**config.mk**
```make
export PLATFORM = sky130hd
export DESIGN_NAME = pal_enc
export DESIGN_NICKNAME = d
export VERILOG_FILES = /design/src/hw/rtl/pal_pkg.sv /design/src/hw/rtl/pal_enc.sv
export SDC_FILE = /design/constraint.sdc
export NUM_CORES = 1
export LEC_CHECK = 0
export BUFFER_PORTS_ARGS = -buffer_cell sky130_fd_sc_hd__buf_2
export CAP_MARGIN = 40
export CORE_MARGIN = 4
export CORE_UTILIZATION = 29
export CTS_CLUSTER_DIAMETER = 120
export CTS_CLUSTER_SIZE = 20
export DETAILED_ROUTE_END_ITERATION = 10
export PLACE_DENSITY_LB_ADDON = 0.15
export SKIP_CTS_REPAIR_TIMING = 1
export SLEW_MARGIN = 20
export SYNTH_ARGS = -nofsm -noshare
export SYNTH_HDL_FRONTEND = slang
export SYNTH_SLANG_ARGS = --single-unit
```
**constraint.sdc**
```tcl
create_clock -name aclk -period 2 [get_ports aclk]
set_clock_uncertainty 0.15 [all_clocks]
set_input_delay 0.2 -clock aclk [delete_from_list [all_inputs] [get_ports aclk]]
set_output_delay 0.2 -clock aclk [all_outputs]
set_load 0.01 [all_outputs]
```
**src/hw/rtl/pal_pkg.sv**
```systemverilog
`timescale 1ns / 1ps

package pal_pkg;

    // Default list capacity.
    localparam int PAL_DEPTH = 128;

    // Width of one group in the first level of the match encoder.
    localparam int PAL_GROUP = 16;
    localparam int PAL_GROUP_W = $clog2(PAL_GROUP);

    typedef enum logic [1:0] {
        OP_INSERT = 2'd0,
        OP_DELETE = 2'd1,
        OP_SEARCH = 2'd2,
        OP_UPDATE = 2'd3
    } op_t;

    typedef enum logic [2:0] {
        ST_OK       = 3'd0,
        ST_FULL     = 3'd1,
        ST_EMPTY    = 3'd2,
        ST_BADPOS   = 3'd3,
        ST_NOTFOUND = 3'd4
    } status_t;

    typedef enum logic [2:0] {
        FSM_IDLE,
        FSM_EXEC,
        FSM_SCAN,
        FSM_PICK,
        FSM_HOLD
    } fsm_t;

    // Command broadcast from the controller to every cell.
    typedef struct packed {
        op_t  op;
        logic commit;
    } cell_cmd_t;

endpackage

```
**src/hw/rtl/pal_enc.sv**
```systemverilog
`timescale 1ns / 1ps

// First-match encoder in two levels: a registered per-group search, then a
// pick of the lowest group that has a hit.
module pal_enc #(
    parameter int DEPTH = pal_pkg::PAL_DEPTH
) (
    input  logic                        aclk,
    input  logic [DEPTH-1:0]            hits,
    output logic                        found,
    output logic [$clog2(DEPTH)-1:0]    index
);
    import pal_pkg::*;

    localparam int IW  = $clog2(DEPTH);
    localparam int NG  = (DEPTH + PAL_GROUP - 1) / PAL_GROUP;
    localparam int NGW = (NG > 1) ? $clog2(NG) : 1;

    logic [NG*PAL_GROUP-1:0] padded;
    logic [NG-1:0]           any_reg;
    logic [NG-1:0]           any_next;
    logic [PAL_GROUP_W-1:0]  off_reg  [NG];
    logic [PAL_GROUP_W-1:0]  off_next [NG];
    logic [NGW-1:0]          sel_grp;
    logic [PAL_GROUP_W-1:0]  sel_off;

    assign padded = (NG*PAL_GROUP)'(hits);

    always_comb begin
        for (int g = 0; g < NG; g++) begin
            any_next[g] = |padded[g*PAL_GROUP +: PAL_GROUP];
            off_next[g] = '0;
            for (int b = PAL_GROUP - 1; b >= 0; b--) begin
                if (padded[g*PAL_GROUP + b]) begin
                    off_next[g] = PAL_GROUP_W'(b);
                end
            end
        end
    end

    always_ff @(posedge aclk) begin
        any_reg <= any_next;
        for (int g = 0; g < NG; g++) begin
            off_reg[g] <= off_next[g];
        end
    end

    always_comb begin
        sel_grp = '0;
        sel_off = '0;
        for (int g = NG - 1; g >= 0; g--) begin
            if (any_reg[g]) begin
                sel_grp = NGW'(g);
                sel_off = off_reg[g];
            end
        end
    end

    assign found = |any_reg;
    assign index = IW'({sel_grp, sel_off});

endmodule

```
Word level (Yosys, flattened, before mapping)
Memories as Yosys holds them, arrays and structs flattened. Cells that the tools add are included.

Word-level logic and storage cells: 155. Memories: 1. Bits in latches: 0. Output and inout bits: 8. Bits in writable memories: 32. Register bits: 8. Bits in read-only memories: 0.

Bitwise operators: 0. Reductions and logical operators: 9. Shifts and indexed selects: 0. Equality and inequality tests: 0. Divide/modulo/power cells: 0. $add $sub $neg: 0. $mul: 0. Multiplexer cells: 144. $lt $le $gt $ge: 0.

Memories: off_reg (words 8, bits a word 4, read ports 8, clocked after Yosys merged registers in 0, wr ports 8, line pal_enc.sv:22) `logic [PAL_GROUP_W-1:0] off_reg [NG];`.

Operators by type and width (number): 2-to-1 mux 4 bit (136); OR reduction 16 bit (8); 2-to-1 mux 3 bit (8); OR reduction 8 bit (1).

Longest topological paths before layout
Depth after elaboration: 16. Depth in mapped cells: 5.

Worst setup path before layout
OpenSTA, ideal clock, no wires.

Path type: register -> output. Start: register any_reg[2]. End: output port index[0]. Path buffers: 1. Path slack: 386 ps. Stages on the path, launching flop included: 5. Data arrival time: 1264 ps. Required time: 1650 ps. Path through: dfxtp_1 -> buf_6 -> or2_4 -> or3_1 -> a31oi_1.

Cells in the longest elaborated chain, start to end: 3.

RTL lines: from (decl) (line pal_enc.sv:20) `logic [NG-1:0] any_reg;`; from (signal assigned) (line pal_enc.sv:42) `any_reg <= any_next;`; 2-to-1 mux 4 bit (3 in series) (line pal_enc.sv:52) `if (any_reg[g]) begin`; to (decl) (line pal_enc.sv:11) `output logic [$clog2(DEPTH)-1:0] index`.

Every way passes these cells.

Final worst setup path
Start: register any_reg[5]. End: output port index[2].

Cells in the longest elaborated chain, start to end: 6.

RTL lines (line): 2-to-1 mux 4 bit (6 in series) (pal_enc.sv:52).

Every way passes these cells.

==> impl_metrics.ini <==
[outcome]
status = finished, violations left
violations = negative hold slack

[critical_path]
worst-path-buf-inv = 1
cp-end-kind = primary output
slowest_stage = or3_1
crit_fanout = 4
critical_path_required_ns = 1.65
critPathMaxStageDelay_ns = 0.37
cp.arrival_ns = 1.60
start_kind = register
crit_chain = or2b_2 -> o22ai_1 -> or3_1 -> a31oi_1 -> buf_2
path_delay_family = simple AND/OR/NAND/NOR gates
path_class = reg2out

[final_layout]
diodes = 0
largest_reg_flops = 32
drive_gt1_share_pct = 31.7
fin_nets = 623
fillers = 847
area_growth_pct = 41.5
stdcell_count = 597

[sta]
slew_viol_final = 0
worst_slack_ns = 0.0516
rsz0062_at_grt = true
setup_viol = 0
timing.fmax_ghz = 0.513
finalCriticalPeriod_ns = 1.95
relSlewSlack_pct = 65.2
timing.hold.ws_ns = -0.00996
worstMarginPinSlew_ns = 0.518
finalSetupTns_ns = 0
final-hold-violation-count = 1
finalCritPeriodShare_pct = 97.4

[die]
start_util_pct = 30.4
die_h_um = 98.7
die-area_um2 = 9750
io_pins = 137
core_um2 = 7850
placementRows = 32
die_w_um = 98.7

[yosys]
synth_edf_count = 0
mappedNetlistArea_um2 = 2390
syn-mean-instance-area_um2 = 6.84
synth_top_cell_by_area = dfxtp_1
synth_flop_cell = dfxtp_1
synth_most_common_cell = nor2_1
synth.area.top_cells = dfxtp_1 (34%), nor2_1 (11%), nand2_1 (5.8%), a21oi_1 (4.8%), nor4_1 (4.7%)
synth_cell_type_count = 29
synth_seq_cells = 40
yosysWarnings = 0
synthesis.nets = 478
synth_top_area_share_pct = 33.5
seq_area_frac_synth_pct = 33.5
netlist_top_cells_count = nor2_1 (70), dfxtp_1 (40), nand2_1 (37)
async_reset_ff_share_pct = 0
syn_inst = 349

[grt]
grt_max_degree = 13
track_usage_pct = 13.5
antenna_found_initial = 0
grt_pass1_vias = 2738
overflow = 0
grt_pass1_wl_mm = 11.2

[placement]
gp_congestion = 0.903
dp_cells = 585
dp_slack_ns = 0.267
port_buffers = 136
hpwl_mm = 6.10

[cts]
clk_transition_reported_paths_ns = 0.07
cts_buffers = 5
cts_tree = yes
clk_path_buf_depth = 2
root_buffer = clkbuf_8
cts.sink_count = 40
ctsHtreeMaxLevel = 2

[pwr]
ir_drop_uv = 278
netSwitchingFraction_pct = 23.6
clkPwrFrac_pct = 36.9
total_power_mw = 1.87
p_switching_mw = 0.442
internal-power_mw = 1.43
p_comb_share_pct = 18.6
p_leak_nw = 1.57
power_density_nw_per_um2 = 554
p_seq_share_pct = 44.5

[drt]
vias = 2925
drc = 0
avgViaCountPerCell = 4.90
drt_wl_total_mm = 6.98
firstDrtPassIters = 4
antenna_left = 0
wl_per_cell_um = 11.7
drt_iter0_drc = 99

[min_path]
hold_path_class = in2reg

[run]
drv_cap = 0
power by group through the flow:
| stage | combinational [mW] | clock [mW] | sequential, mW |
|---|---|---|---|
| 2_1_floorplan | 0.139 | 0 | 0.848 |
| 3_3_place_gp | 0.339 | 0 | 0.854 |
| 3_5_place_dp | 0.345 | 0 | 0.853 |
| 4_1_cts | 0.346 | 0.711 | 0.835 |
| 5_1_grt | 0.397 | 0.742 | 0.835 |
| 6_report | 0.348 | 0.689 | 0.832 |
path summary, 6_finish.rpt:
path	start	end	slack (ns)	cells after the start
max	any_reg[5]	index[2]	0.05	5
min	hits[96]	off_reg[1][8]	-0.01	2
per-stage QoR:
step | instance area (µm²) | utilization [%] | hold slack (ns)
after floorplan | 2390 | - | 0.144
after detailed placement | 3180 | 40.5 | 0.273
after global routing | 3380 | 43.0 | 0.000790
after CTS | 3310 | 42.1 | -0.0304
final | 3380 | 43.0 | -0.00996
after global placement | 3180 | 40.5 | 0.281
kinds of logic after synthesis:
kind of cell           after synthesis  share of synthesized area [%]
buffers and inverters               29                           4.93
AND/OR/NAND/NOR                    183                           36.2
AO/OA/AOI/OAI                       97                           25.4
flip-flops                          40                           33.5
metal layers:
| layer | vias up | part of all wire (%) | global-route usage (%) |
|---|---|---|---|
| met5 | - | 0 | 0 |
| met1 | 1267 | 46 | 16.3 |
| met3 | 2 | 6.2 | 3.26 |
| li1 | 1570 | - | - |
| met2 | 86 | 48 | 24.0 |
| met4 | 0 | 0.59 | 3.15 |
layout make-up:
cell class	count	area (µm²)	share of cell area, %
clock inverter	1	30.0	0.889
inverter	27	101	3.00
sequential	40	811	24.0
timing repair buffer	140	716	21.2
clock buffer	7	96.3	2.85
tap	102	128	3.78
multi-input combinational	280	1500	44.3
cell usage in the layout (no fill, tap or decap), drive strengths merged:
cell type / instances
o31ai: 8
or2b: 1
nor3b: 4
a211o: 1
o311a: 3
nand4: 6
nand2: 37
nor3: 9
o22ai: 16
or3: 4
a221oi: 9
a21oi: 23
nor2b: 1
dlygate4sd3: 2
and2: 1
or2: 2
o21ai: 19
nand2b: 10
a22oi: 4
nor2: 70
bufinv: 1
buf: 138
inv: 27
clkbuf: 7
nand3: 12
nor4: 18
and3: 8
dfxtp: 40
a31oi: 14
No activity file was read; power rests on OpenSTA's default activity.
