--- src/hw/rtl/pal_pkg.sv ---
`timescale 1ns / 1ps

package pal_pkg;

    // Default list capacity.
    localparam int PAL_DEPTH = 128;

    // Width of one group in the first level of the match encoder.
    localparam int PAL_GROUP = 16;
    localparam int PAL_GROUP_W = $clog2(PAL_GROUP);

    typedef enum logic [1:0] {
        OP_INSERT = 2'd0,
        OP_DELETE = 2'd1,
        OP_SEARCH = 2'd2,
        OP_UPDATE = 2'd3
    } op_t;

    typedef enum logic [2:0] {
        ST_OK       = 3'd0,
        ST_FULL     = 3'd1,
        ST_EMPTY    = 3'd2,
        ST_BADPOS   = 3'd3,
        ST_NOTFOUND = 3'd4
    } status_t;

    typedef enum logic [2:0] {
        FSM_IDLE,
        FSM_EXEC,
        FSM_SCAN,
        FSM_PICK,
        FSM_HOLD
    } fsm_t;

    // Command broadcast from the controller to every cell.
    typedef struct packed {
        op_t  op;
        logic commit;
    } cell_cmd_t;

endpackage

--- src/hw/rtl/pal_cell.sv ---
`timescale 1ns / 1ps

// One list slot. It takes its left neighbor on an insert above the target
// position, its right neighbor on a delete at or above it, and the new value
// at the target itself. It also registers whether it holds a live match.
module pal_cell #(
    parameter int DEPTH = pal_pkg::PAL_DEPTH,
    parameter int IDX   = 0
) (
    input  logic                            aclk,
    input  pal_pkg::cell_cmd_t              cmd,
    input  logic [$clog2(DEPTH)-1:0]        p_idx,
    input  logic [$clog2(DEPTH+1)-1:0]      n,
    input  logic signed [31:0]              value,
    input  logic signed [31:0]              left_data,
    input  logic signed [31:0]              right_data,
    output logic signed [31:0]              data,
    output logic                            match
);
    import pal_pkg::*;

    localparam int IW = $clog2(DEPTH);
    localparam int CW = $clog2(DEPTH + 1);
    localparam logic [IW-1:0] ME_I = IW'(IDX);
    localparam logic [CW-1:0] ME_C = CW'(IDX);

    logic signed [31:0] data_reg;
    logic signed [31:0] data_next;
    logic               match_reg;
    logic               match_next;

    always_comb begin
        data_next = data_reg;
        if (cmd.commit) begin
            case (cmd.op)
                OP_INSERT: begin
                    if (ME_I > p_idx) begin
                        data_next = left_data;
                    end else if (ME_I == p_idx) begin
                        data_next = value;
                    end
                end
                OP_DELETE: begin
                    if (ME_I >= p_idx) begin
                        data_next = right_data;
                    end
                end
                OP_UPDATE: begin
                    if (ME_I == p_idx) begin
                        data_next = value;
                    end
                end
                default: begin
                    data_next = data_reg;
                end
            endcase
        end
    end

    assign match_next = (ME_C < n) && (data_reg == value);

    always_ff @(posedge aclk) begin
        data_reg  <= data_next;
        match_reg <= match_next;
    end

    assign data  = data_reg;
    assign match = match_reg;

endmodule

--- config.mk ---
export PLATFORM = sky130hd
export DESIGN_NAME = pal_cell
export DESIGN_NICKNAME = d
export VERILOG_FILES = /design/src/hw/rtl/pal_pkg.sv /design/src/hw/rtl/pal_cell.sv
export SDC_FILE = /design/constraint.sdc
export NUM_CORES = 1
export LEC_CHECK = 0
export BUFFER_PORTS_ARGS = -buffer_cell sky130_fd_sc_hd__buf_2
export CAP_MARGIN = 20
export CORE_MARGIN = 1
export CORE_UTILIZATION = 25
export CTS_BUF_LIST = sky130_fd_sc_hd__clkbuf_8
export DETAILED_ROUTE_END_ITERATION = 8
export PLACE_DENSITY = 0.53
export SLEW_MARGIN = 20
export SYNTH_ARGS = -nofsm -noshare
export SYNTH_HDL_FRONTEND = slang
export SYNTH_SLANG_ARGS = --single-unit
export TNS_END_PERCENT = 20
--- constraint.sdc ---
create_clock -name aclk -period 7.99 [get_ports aclk]
set_input_delay 1.9975 -clock aclk [delete_from_list [all_inputs] [get_ports aclk]]
set_output_delay 1.9975 -clock aclk [all_outputs]
set_load 0.05 [all_outputs]
After elaboration in Yosys (flattened, before gate mapping)
Cells that the tools add are included.
Storage, ports and cells
  flip-flop bits (word level): 33
  output and inout port bits: 33
  logic and storage cells: 18
Operators by class
  magnitude comparators: 3
  equal/unequal tests: 4
  muxes and demuxes: 4
  reduce and logical (&&, ||, !) cells: 5
Operators by type and width (number)
  $mux W32: 3
  $pmux W32 S3: 1
  $eq A32 B32 Y1: 1
  $lt A1 B8 Y1 const A: 1
  $ge A1 B7 Y1 const A: 1
  $gt A1 B7 Y1 const A: 1
  $logic_not A7 Y1: 1
  $reduce_and A3 Y1: 1
  $reduce_bool A3 Y1: 1
  $eq A2 B1 Y1 const B: 1
  $eq A2 B2 Y1 const B: 1
  $logic_not A2 Y1: 1
  $ne A2 B2 Y1 const B: 1
  $logic_and A1 B1 Y1: 1

Depth between registers and ports, before layout
Gate-level depths: netlist of run 1.
  word-level depth: 4
  depth in mapped cells: 6
  mapped depth without buffers: 4

Least setup slack after synthesis of run 1
Ideal clock, no wire load.
  path kind: input to register
  start point: input cmd[2] (netlist bit)
  end point: register data_reg[0], in the netlist data[0], enable pin
  library setup time: 0.471 ns
  arrival: 4.832 ns
  setup slack: 2.687 ns
  cell stages on the path: 5
  buffers on the path: 1
  cell sequence: inv_1 > ha_1 > buf_2 > nand2b_1 > a21boi_0
On the way
  cells in the longest elaborated chain, start to end: 3
  elaborated cells between the ends (all ways): 6
  those cells by class: 3 x eq/ne; 3 x reduce/logical
Ends and longest elaborated chain
  start, declared: RTL line pal_cell.sv:11  | input pal_pkg::cell_cmd_t cmd,
  $eq A2 B1 Y1 (tied with other cells): RTL line pal_cell.sv:35  | case (cmd.op)
  $ne A2 B2 Y1 (no source line) / $reduce_bool A3 Y1 (equally long branches)
  $reduce_and A3 Y1 (no source line) (*)
  end signal, assigned: RTL line pal_cell.sv:63  | data_reg <= data_next;
  end, declared: RTL line pal_cell.sv:27  | logic signed [31:0] data_reg;
Every way passes the cells marked *; elsewhere a longest branch is shown, timed or not.
A chain may end at the register's enable or synchronous reset.

Worst setup path after layout of run 1
  start point: input cmd[2] (netlist bit)
  end point: register data_reg[26], in the netlist data[26] (data pin)
On the way
  cells in the longest elaborated chain, start to end: 2
  elaborated cells between the ends (all ways): 4
  those cells by class: 2 x eq/ne; 1 x mux; 1 x reduce/logical
Ends and longest elaborated chain (RTL line)
  $eq A2 B2 Y1 (tied with other cells): pal_cell.sv:35
  $pmux W32 S3 (*): pal_cell.sv:35
Marked as above.

==> impl_results.md, run 1 <==
- Grt total ovfl: 0
- Int Power: 303 uW
- Worst r2r path cells: 4
- First-pass GRT wire length: 9.31 mm
- Clock latency on the worst-skew pair: 0.29 ns
- First-pass DRT Iterations: 4
- Gr usage total: 14.0%
- Leading area contributor after synthesis: edfxtp_1
- Maxcap violations: 0
- Relative slew slack: 28.9%
- Nets@finish: 426
- Die X: 94.0 um
- Hold EP: match$_DFF_P_
- Setup TNS: 0 ns
- Hold Fails Final Rpt: 0
- FMAX: 0.230 GHz
- Die area: 0.00884 mm^2
- DRC errors left: 0
- Net Count, Synth: 311
- Avg Inst Size Synth: 10.9 um^2
- Pwr dens: 154 mW/mm^2
- Row cnt: 33
- FF-to-FF End: match$_DFF_P_
- Number of synthesized register bits: 33
- CP Class: in2reg
- Top cells by area, synth: edfxtp_1, mux2i_1, xor2_1
- Clock slew seen by the registers of the worst setup and hold paths: 0.08 ns
- Switching pwr: 145 uW
- Clock Skews: 0.00634 ns
- RD Place Congestion: 0.662
- HP Class: reg2reg
- Leakage: 0.00142 uW
- Proportion of netlist area held by the largest area contributor: 45.4%
- Detailed-route wire length per cell: 14.4 um
- Non-Filler Instances: 415
- CTS resizes: 0
- Vias in the first global route: 1798
- Synthesis-to-finish area growth: 37.0%
- Worst EP required: 8.00 ns
- Post-CTS setup buffers: 0
- Placeable Area: 0.00822 mm^2
- RSZ-0062 raised after global routing: no
- Clock group share of total power: 28.0%
- CTS root buf: clkbuf_8
- Combinational Power Share: 25.0%
- # hold bufs at CTS: 0
- Switching share of power: 32.4%
- Largest net degree at the start of global routing: 33
- Worst setup EP type: flop
- Tmin final: 4.35 ns
- Vias per cell: 4.44
- Final Slew Violations: 0
- IO Port Bufs: 115
- DR vias: 1843
- Inserted Clock Buffers: 5
- Mapped Area: 0.00212 mm^2
- Crit-path max FO: 18
- Dpl cells: 407
- Outcome: finished, final reports clean
- Die H: 94.0 um
- Worst EP arrival: 4.36 ns
- Register area share after synthesis: 46.3%
- Yosys Warn Count: 0
- Starting Density: 25.8%
- ANT cells: 0
- Clk sink count: 33
- Slew @ Worst Pin: 1.06 ns
- Final ANT Viol Nets: 0
- DP HPWL: 4.41 mm
- Initial antenna violation count: 0
- Setup-failing EPs final: 0
- Fillers: 879
- Initial DRC count: 58
- Worst R2R Start: data[11]$_DFFE_PP_
- R2R setup slack: 6.32 ns
- Seq pwr share: 47.1%
- Hold depth: 3
- Final period util: 54.5%
- Cells after Synth: 194
- Max reg flops: 32
- Worst vdd ir: 51.9 uV
- CTS tree: done
- Critical Path Start Type: input port
- Share of layout cells above drive strength 1: 42.6%
- Clk buf depth: 2
- I/O pin cnt: 148
- HP Start: data[1]$_DFFE_PP_
- Drt total wl: 5.97 mm
- Synth cell types: 24
- H-tree depth: 2
power groups by stage:
stage | clock [uW] | combinational [uW] | sequential [uW]
after floorplan | 0 | 35.8 | 245
after global placement | 0 | 110 | 215
after detailed placement | 0 | 113 | 215
after CTS | 129 | 113 | 211
after global routing | 133 | 122 | 212
final | 125 | 112 | 211
through the flow:
stage               util, %  power [uW]  hold slack [ns]  worst slack, ns  cell area (um^2)
floorplan                 -         281            0.938             2.69              2120
global placement       34.0         324            0.642             3.28              2790
detailed placement     34.3         328            0.651             3.29              2820
CTS                    35.3         454            0.671             3.59              2900
global route           35.3         468            0.722             3.35              2900
finish                 35.3         448            0.671             3.64              2900
synth_stat cells, drive strengths merged:
master and count:
nand2b 1, o21ai 32, nor2b 1, nand2 33, xnor2 4, dfxtp 1
a21boi 1, buf 4, xor2 28, mux2i 32, edfxtp 32, inv 1
nand3 2, a2111oi 1, nor3 1, nand4 2, ha 2, clkbuf 6
nor4 10
worst max path at each step:
stage / end / start / cells past startpoint
6_report: data[26]$_DFFE_PP_ / cmd[2] / 7
5_1_grt: data[26]$_DFFE_PP_ / cmd[2] / 7
4_1_cts: data[26]$_DFFE_PP_ / cmd[2] / 7
3_5_place_dp: data[26]$_DFFE_PP_ / cmd[2] / 7
3_3_place_gp: data[30]$_DFFE_PP_ / cmd[2] / 6
2_1_floorplan: data[0]$_DFFE_PP_ / cmd[2] / 5
routing by layer:
metal	wire [um]	GRT usage, %
met5	0	0
met4	47	3.08
met3	324	3.16
met2	2900	24.4
met1	2690	17.6
cells by family (layout without fill, tap and decap cells):
logic type,after synthesis,count (layout),synth area share (%)
AOI/OAI and AO/OA,34,34,8.63
xor gates and xnor gates,32,32,13.2
adders and majority gates,2,2,1.18
buffers and inverters,11,127,3.07
DFF,33,33,46.3
muxes,32,32,15.1
and+or+nand+nor,50,50,12.4
critical path: stages:
cell and delay, ns:
buf_2 0.11, inv_1 0.05, ha_1 0.61, buf_4 0.37, nor2b_2 0.68, buf_4 0.38
o21ai_0 0.16
cell usage in the layout, fill, tap and decap left out, types with 3 or more instances in the layout:
master,instances
mux2i_1,32
nor4_1,6
o21ai_1,30
xor2_1,28
clkbuf_8,5
edfxtp_1,32
nor4_2,3
xnor2_1,4
nand2_1,32
buf_2,115
inv_1,3
cell type report:
type	count	area, um^2	area share [%]
Inverter	1	3.75	0.129
Multi-Input combinational cell	150	1080	37.4
Clock buffer	5	68.8	2.37
Sequential cell	33	981	33.8
Timing Repair Buffer	118	618	21.3
Tap cell	105	131	4.53
Clock inverter	3	12.5	0.431
Power figures use the tool's default switching activity.
==> run 2: changes to the inputs <==
Clock period 7.99 ns to 4.5 ns, I/O delays scaled along.
==> run 2 against run 1 <==
Effect of this change: sequential share of layout area rose by 0.24 points; wire length is 3.1% lower; clock power grew 74%; worst hold slack got worse by 0.0018 ns; sequential cell count did not move; non-clock buffer count is the same; clock skew is 0.0035 ns lower; via count fell by 0.76%; power increased by 75%; critical endpoint is now data[28]$_DFFE_PP_.
==> impl_results.md, run 2 (synthesized netlist as in run 1, its figures left out) <==
- Outcome: finished, final reports clean
- Die X: 94.0 um
- CTS resizes: 0
- H-tree depth: 2
- Slowest cell on the critical path: nand2_2
- Leakage: 0.00140 uW
- RSZ-0062 raised after global routing: no
- Worst hold slack: 0.669 ns
- Critical Path Start Type: input port
- First-pass DRT Iterations: 4
- I/O pin cnt: 148
- DRC errors left: 0
- Relative slew slack: 28.7%
- Maxcap violations: 0
- Setup WS pre-CTS: 1.48 ns
- Hold Fails Final Rpt: 0
- Synthesis-to-finish area growth: 36.1%
- Starting Density: 25.8%
- Setup TNS: 0 ns
- HP Class: reg2reg
- DR vias: 1829
- Vias per cell: 4.41
- Vias in the first global route: 1783
- CTS tree: done
- Worst EP arrival: 2.65 ns
- Cell-by-cell trace of the critical path: buf_2, nor4_4, nand2_2, mux2i_1, o21ai_1
- Most frequent cells in the layout: buf_2, mux2i_1, nand2_1, edfxtp_1, o21ai_1
- Slowest stage delay, CP: 0.65 ns
- Die area: 0.00884 mm^2
- CTS root buf: clkbuf_8
- Max reg flops: 32
- Row cnt: 33
- Tmin final: 2.65 ns
- Clock Skews: 0.00285 ns
- Detailed-route wire length per cell: 13.9 um
- Clock slew seen by the registers of the worst setup and hold paths: 0.07 ns
- DP HPWL: 4.24 mm
- Grt total ovfl: 0
- ANT cells: 0
- Final ANT Viol Nets: 0
- FMAX: 0.378 GHz
- Final Slew Violations: 0
- R2R setup slack: 2.79 ns
- Initial DRC count: 51
- Setup-failing EPs final: 0
- Clock latency on the worst-skew pair: 0.28 ns
- Final WS setup: 1.85 ns
- Slew @ Worst Pin: 1.07 ns
- Clk sink count: 33
- Share of layout cells above drive strength 1: 42.6%
- CP Launch Point: p_idx[5]
- Placeable Area: 0.00822 mm^2
- Post-CTS setup buffers: 0
- Inserted Clock Buffers: 5
- Largest net degree at the start of global routing: 35
- Worst r2r path cells: 4
- Drt total wl: 5.78 mm
- # hold bufs at CTS: 0
- Final period util: 58.8%
- Pwr dens: 273 mW/mm^2
- Clk buf depth: 2
- Most common cell after layout, fill and taps aside: buf_2
- Worst R2R Start: data[11]$_DFFE_PP_
- Fillers: 883
- Worst setup path end: data[28]$_DFFE_PP_
- RD Place Congestion: 0.660
- FF-to-FF End: match$_DFF_P_
- Die H: 94.0 um
- CP Class: in2reg
- Worst EP required: 4.50 ns
- Worst vdd ir: 110 uV
- Worst setup EP type: flop
- Nets@finish: 426
- Initial antenna violation count: 0
- Gr usage total: 13.3%
- Crit-path max FO: 32
- First-pass GRT wire length: 8.85 mm
- IO Port Bufs: 115
[run 2: critical path, delay by kind of cell]
| kind | cells | cell delay (ns) |
|---|---|---|
| AND/OR/NAND/NOR | 2 | 0.95 |
| multiplexers | 1 | 0.37 |
| buffers and inverters | 1 | 0.11 |
| AO/OA/AOI/OAI | 1 | 0.09 |
[run 2: cell type report]
class | count | area (um^2) | share of cell area, %
multi-input cells | 150 | 1080 | 37.7
well taps | 105 | 131 | 4.56
clock inverters | 3 | 12.5 | 0.434
inverters | 1 | 3.75 | 0.130
flip-flops and latches | 33 | 981 | 34.1
clock buffers | 5 | 68.8 | 2.39
repair buffers | 118 | 598 | 20.8
[run 2: worst min-delay path by stage]
stage / startpoint / endpoint / cells after the start
final: data[1]$_DFFE_PP_ / match$_DFF_P_ / 3
after floorplan: data[1]$_DFFE_PP_ / match$_DFF_P_ / 3
after detailed placement: data[1]$_DFFE_PP_ / match$_DFF_P_ / 3
after global routing: data[1]$_DFFE_PP_ / match$_DFF_P_ / 3
after CTS: data[1]$_DFFE_PP_ / match$_DFF_P_ / 3
after global placement: data[1]$_DFFE_PP_ / match$_DFF_P_ / 3
[run 2: power by group]
| group | total (uW) | leakage [uW] | internal (uW) | switching [uW] |
|---|---|---|---|---|
| clock network | 217 | 0.0000430 | 104 | 113 |
| registers | 374 | 0.000306 | 361 | 13.5 |
| logic | 194 | 0.00105 | 69.5 | 124 |
[run 2: stage by stage]
step	power, uW	cells	util, %	instance area (um^2)
floorplan	499	194	-	2120
global placement	576	407	34.1	2800
detailed placement	579	407	34.1	2800
CTS	800	415	35.1	2880
global route	826	415	35.1	2880
finish	786	415	35.1	2880
[run 2: routing by layer]
layer / global-route usage [%] / part of all wire (%)
met1: 17.2 / 46
met2: 22.4 / 48
met3: 2.75 / 5.1
met4: 3.72 / 0.40
met5: 0 / 0
==> run 3: changes to the inputs <==
Settings changed: ABC_AREA set to 1, PLACE_DENSITY 0.53 to 0.52.
Clock period 4.5 ns to 2.6 ns, I/O delays scaled along.
==> run 3 against run 2 <==
Effect of this change: the flow now finishes with violations (DRC); first-iteration DRC count up 78%; worst hold slack worse by 0.032 ns; largest cell class unchanged; sequential share of layout area is 2.3 points lower; power grew 82%.
==> impl_results.md, run 3 <==
- HP Class: in2reg
- Die area: 0.00962 mm^2
- CTS tree: done
- Switching share of power: 33.9%
- DRC errors left: 5
- Slowest stage delay, CP: 0.40 ns
- Violated checks: DRC
- Tmin final: 1.97 ns
- Slowest cell on the critical path: nand2_2
- Avg Inst Size Synth: 6.99 um^2
- CTS resizes: 0
- Most common cell after layout, fill and taps aside: buf_2
- Cell-by-cell trace of the critical path: buf_2, inv_1, ha_1, buf_4, nand2_2, o21ai_0, o21ai_1
- DP HPWL: 5.32 mm
- Initial antenna violation count: 1
- Synth cell types: 21
- Mapped Area: 0.00231 mm^2
- Int Power: 944 uW
- Relative slew slack: 57.9%
- # hold bufs at CTS: 0
- RD Place Congestion: 0.750
- Outcome: finished with violations
- Yosys Warn Count: 0
- Final Slew Violations: 0
- Gr usage total: 15.0%
- First-pass GRT wire length: 11.3 mm
- Post-CTS setup buffers: 0
- Proportion of netlist area held by the largest area contributor: 41.6%
- Number of synthesized register bits: 33
- Dominant synthesized flop cell: edfxtp_1
- Largest net degree at the start of global routing: 33
- Die X: 98.1 um
- Nets@finish: 564
- Clk buf depth: 2
- FMAX: 0.507 GHz
- Slew @ Worst Pin: 0.630 ns
- Sequential cell area: 981 um^2
- Inserted Clock Buffers: 5
- Leading area contributor after synthesis: edfxtp_1
- Die H: 98.1 um
- Leakage: 0.00153 uW
- Clock Skews: 0.00379 ns
- Cells after Synth: 330
- Max reg flops: 32
- FFs w/ async S/R, synth: 0%
- Worst setup EP type: flop
- Final ANT Viol Nets: 0
- Starting Density: 26.1%
- Vias per cell: 4.41
- IO Port Bufs: 115
- Top cells by area, synth: edfxtp_1, nand2_1, nor2_1
- Crit-path max FO: 32
- Clk sink count: 33
- Count leader, synth: nand2_1
- Number of enable flip-flop cells after synthesis: 32
- Worst hold slack: 0.637 ns
- CP bufs+invs: 3
- Clock group share of total power: 26.1%
- Net Count, Synth: 447
- Row cnt: 34
- Clock latency on the worst-skew pair: 0.28 ns
- Clock slew seen by the registers of the worst setup and hold paths: 0.07 ns
- Most frequent cells in the layout: buf_2, nand2_1, nor2_1, inv_1, o21ai_0
- Multi-input gate area: 0.00111 mm^2
- DR vias: 2449
- Share of layout cells above drive strength 1: 30.2%
- Setup TNS: 0 ns
- RSZ-0062 raised after global routing: no
- Drt total wl: 7.22 mm
- Hold Fails Final Rpt: 0
- H-tree depth: 2
- First-pass DRT Iterations: 6
- Fillers: 995
- Vias in the first global route: 2388
- Final period util: 75.9%
- Switching pwr: 484 uW
- Seq pwr share: 46.3%
- Detailed-route wire length per cell: 13.0 um
- I/O pin cnt: 148
- Commonest cells in the netlist: nand2_1, nor2_1, inv_1
- Worst EP arrival: 2.01 ns
- Setup-failing EPs final: 0
- Combinational Power Share: 27.6%
- Pwr dens: 462 mW/mm^2
- Worst EP required: 2.64 ns
- Initial DRC count: 91
- CP Class: in2reg
- Placeable Area: 0.00885 mm^2
- ANT cells: 0
- Synthesis-to-finish area growth: 34.0%
- Critical Path Start Type: input port
- Worst vdd ir: 178 uV
- CTS root buf: clkbuf_8
- Finished Core Util: 34.9%
- Maxcap violations: 0
- Register area share after synthesis: 42.5%
- Grt total ovfl: 0
- Top cell family by delay on the critical path: simple AND/OR/NAND/NOR gates
[run 3: cell count changes after synthesis, sizes merged, moves of 7 or more]
cell,delta
xnor2,+7
nor2,+57
nor4,-10
inv,+39
mux2i,-32
xor2,-28
o21ai,+36
nand2,+67
[run 3: layer usage]
layer  global-route usage [%]  vias to the layer above  share of wire (%)  wire length (um)
met1                     18.7                     1082                 47              3400
met4                     3.96                        2               0.67                48
li1                         -                     1277                  -                 -
met3                     4.65                        6                6.6               478
met5                        0                        -               0.18                13
met2                     24.9                       82                 45              3280
[run 3: layout make-up]
class | count | share of cell area (%)
Sequential cell | 33 | 31.7
Tap cell | 108 | 4.37
Timing Repair Buffer | 123 | 20.6
Clock inverter | 2 | 0.243
Clock buffer | 5 | 2.23
Multi-Input combinational cell | 244 | 36.0
Inverter | 40 | 4.86
[run 3: power groups by stage]
stage	registers (uW)	clock network, uW	logic, uW
final	661	373	394
after global routing	666	413	434
after CTS	661	391	400
after detailed placement	673	0	399
after global placement	671	0	395
after floorplan	780	0	139
[run 3: through the flow]
stage | std cells | worst slack (ns) | area [um^2] | total power (uW)
2_1_floorplan | 330 | 0.0631 | 2310 | 919
3_3_place_gp | 548 | 0.328 | 3020 | 1070
3_5_place_dp | 548 | 0.313 | 3020 | 1070
4_1_cts | 555 | 0.621 | 3090 | 1450
5_1_grt | 555 | 0.500 | 3090 | 1510
6_report | 555 | 0.628 | 3090 | 1430
[run 3: kinds of logic (layout without fill, tap and decap cells)]
logic type	count (synthesis)	in the layout	synth area share, %
AO/OA/AOI/OAI	70	70	15.5
XOR/XNOR	11	11	4.18
adder cells (fa/ha/maj)	2	2	1.08
buffers and inverters	53	170	9.71
flip-flops	33	33	42.5
AND/OR/NAND/NOR	161	161	27.0
[run 3: worst paths after layout]
check | from | end | slack [ns] | depth (start not counted)
max | cmd[2] | data[31]$_DFFE_PP_ | 0.63 | 7
max reg2reg | data[3]$_DFFE_PP_ | match$_DFF_P_ | 1.47 | 7
min reg2reg | data[29]$_DFFE_PP_ | data[29]$_DFFE_PP_ | 0.68 | 2
min | right_data[27] | data[27]$_DFFE_PP_ | 0.64 | 3
[run 3: worst register-to-register path, cell delays in order (launching register included)]
cell and delay, ns:
edfxtp_1 0.44, nand2_1 0.09, nand2_1 0.05, nor2_1 0.11, nand2_1 0.08, nor2_1 0.13, nand3_1 0.08, nor2_1 0.08
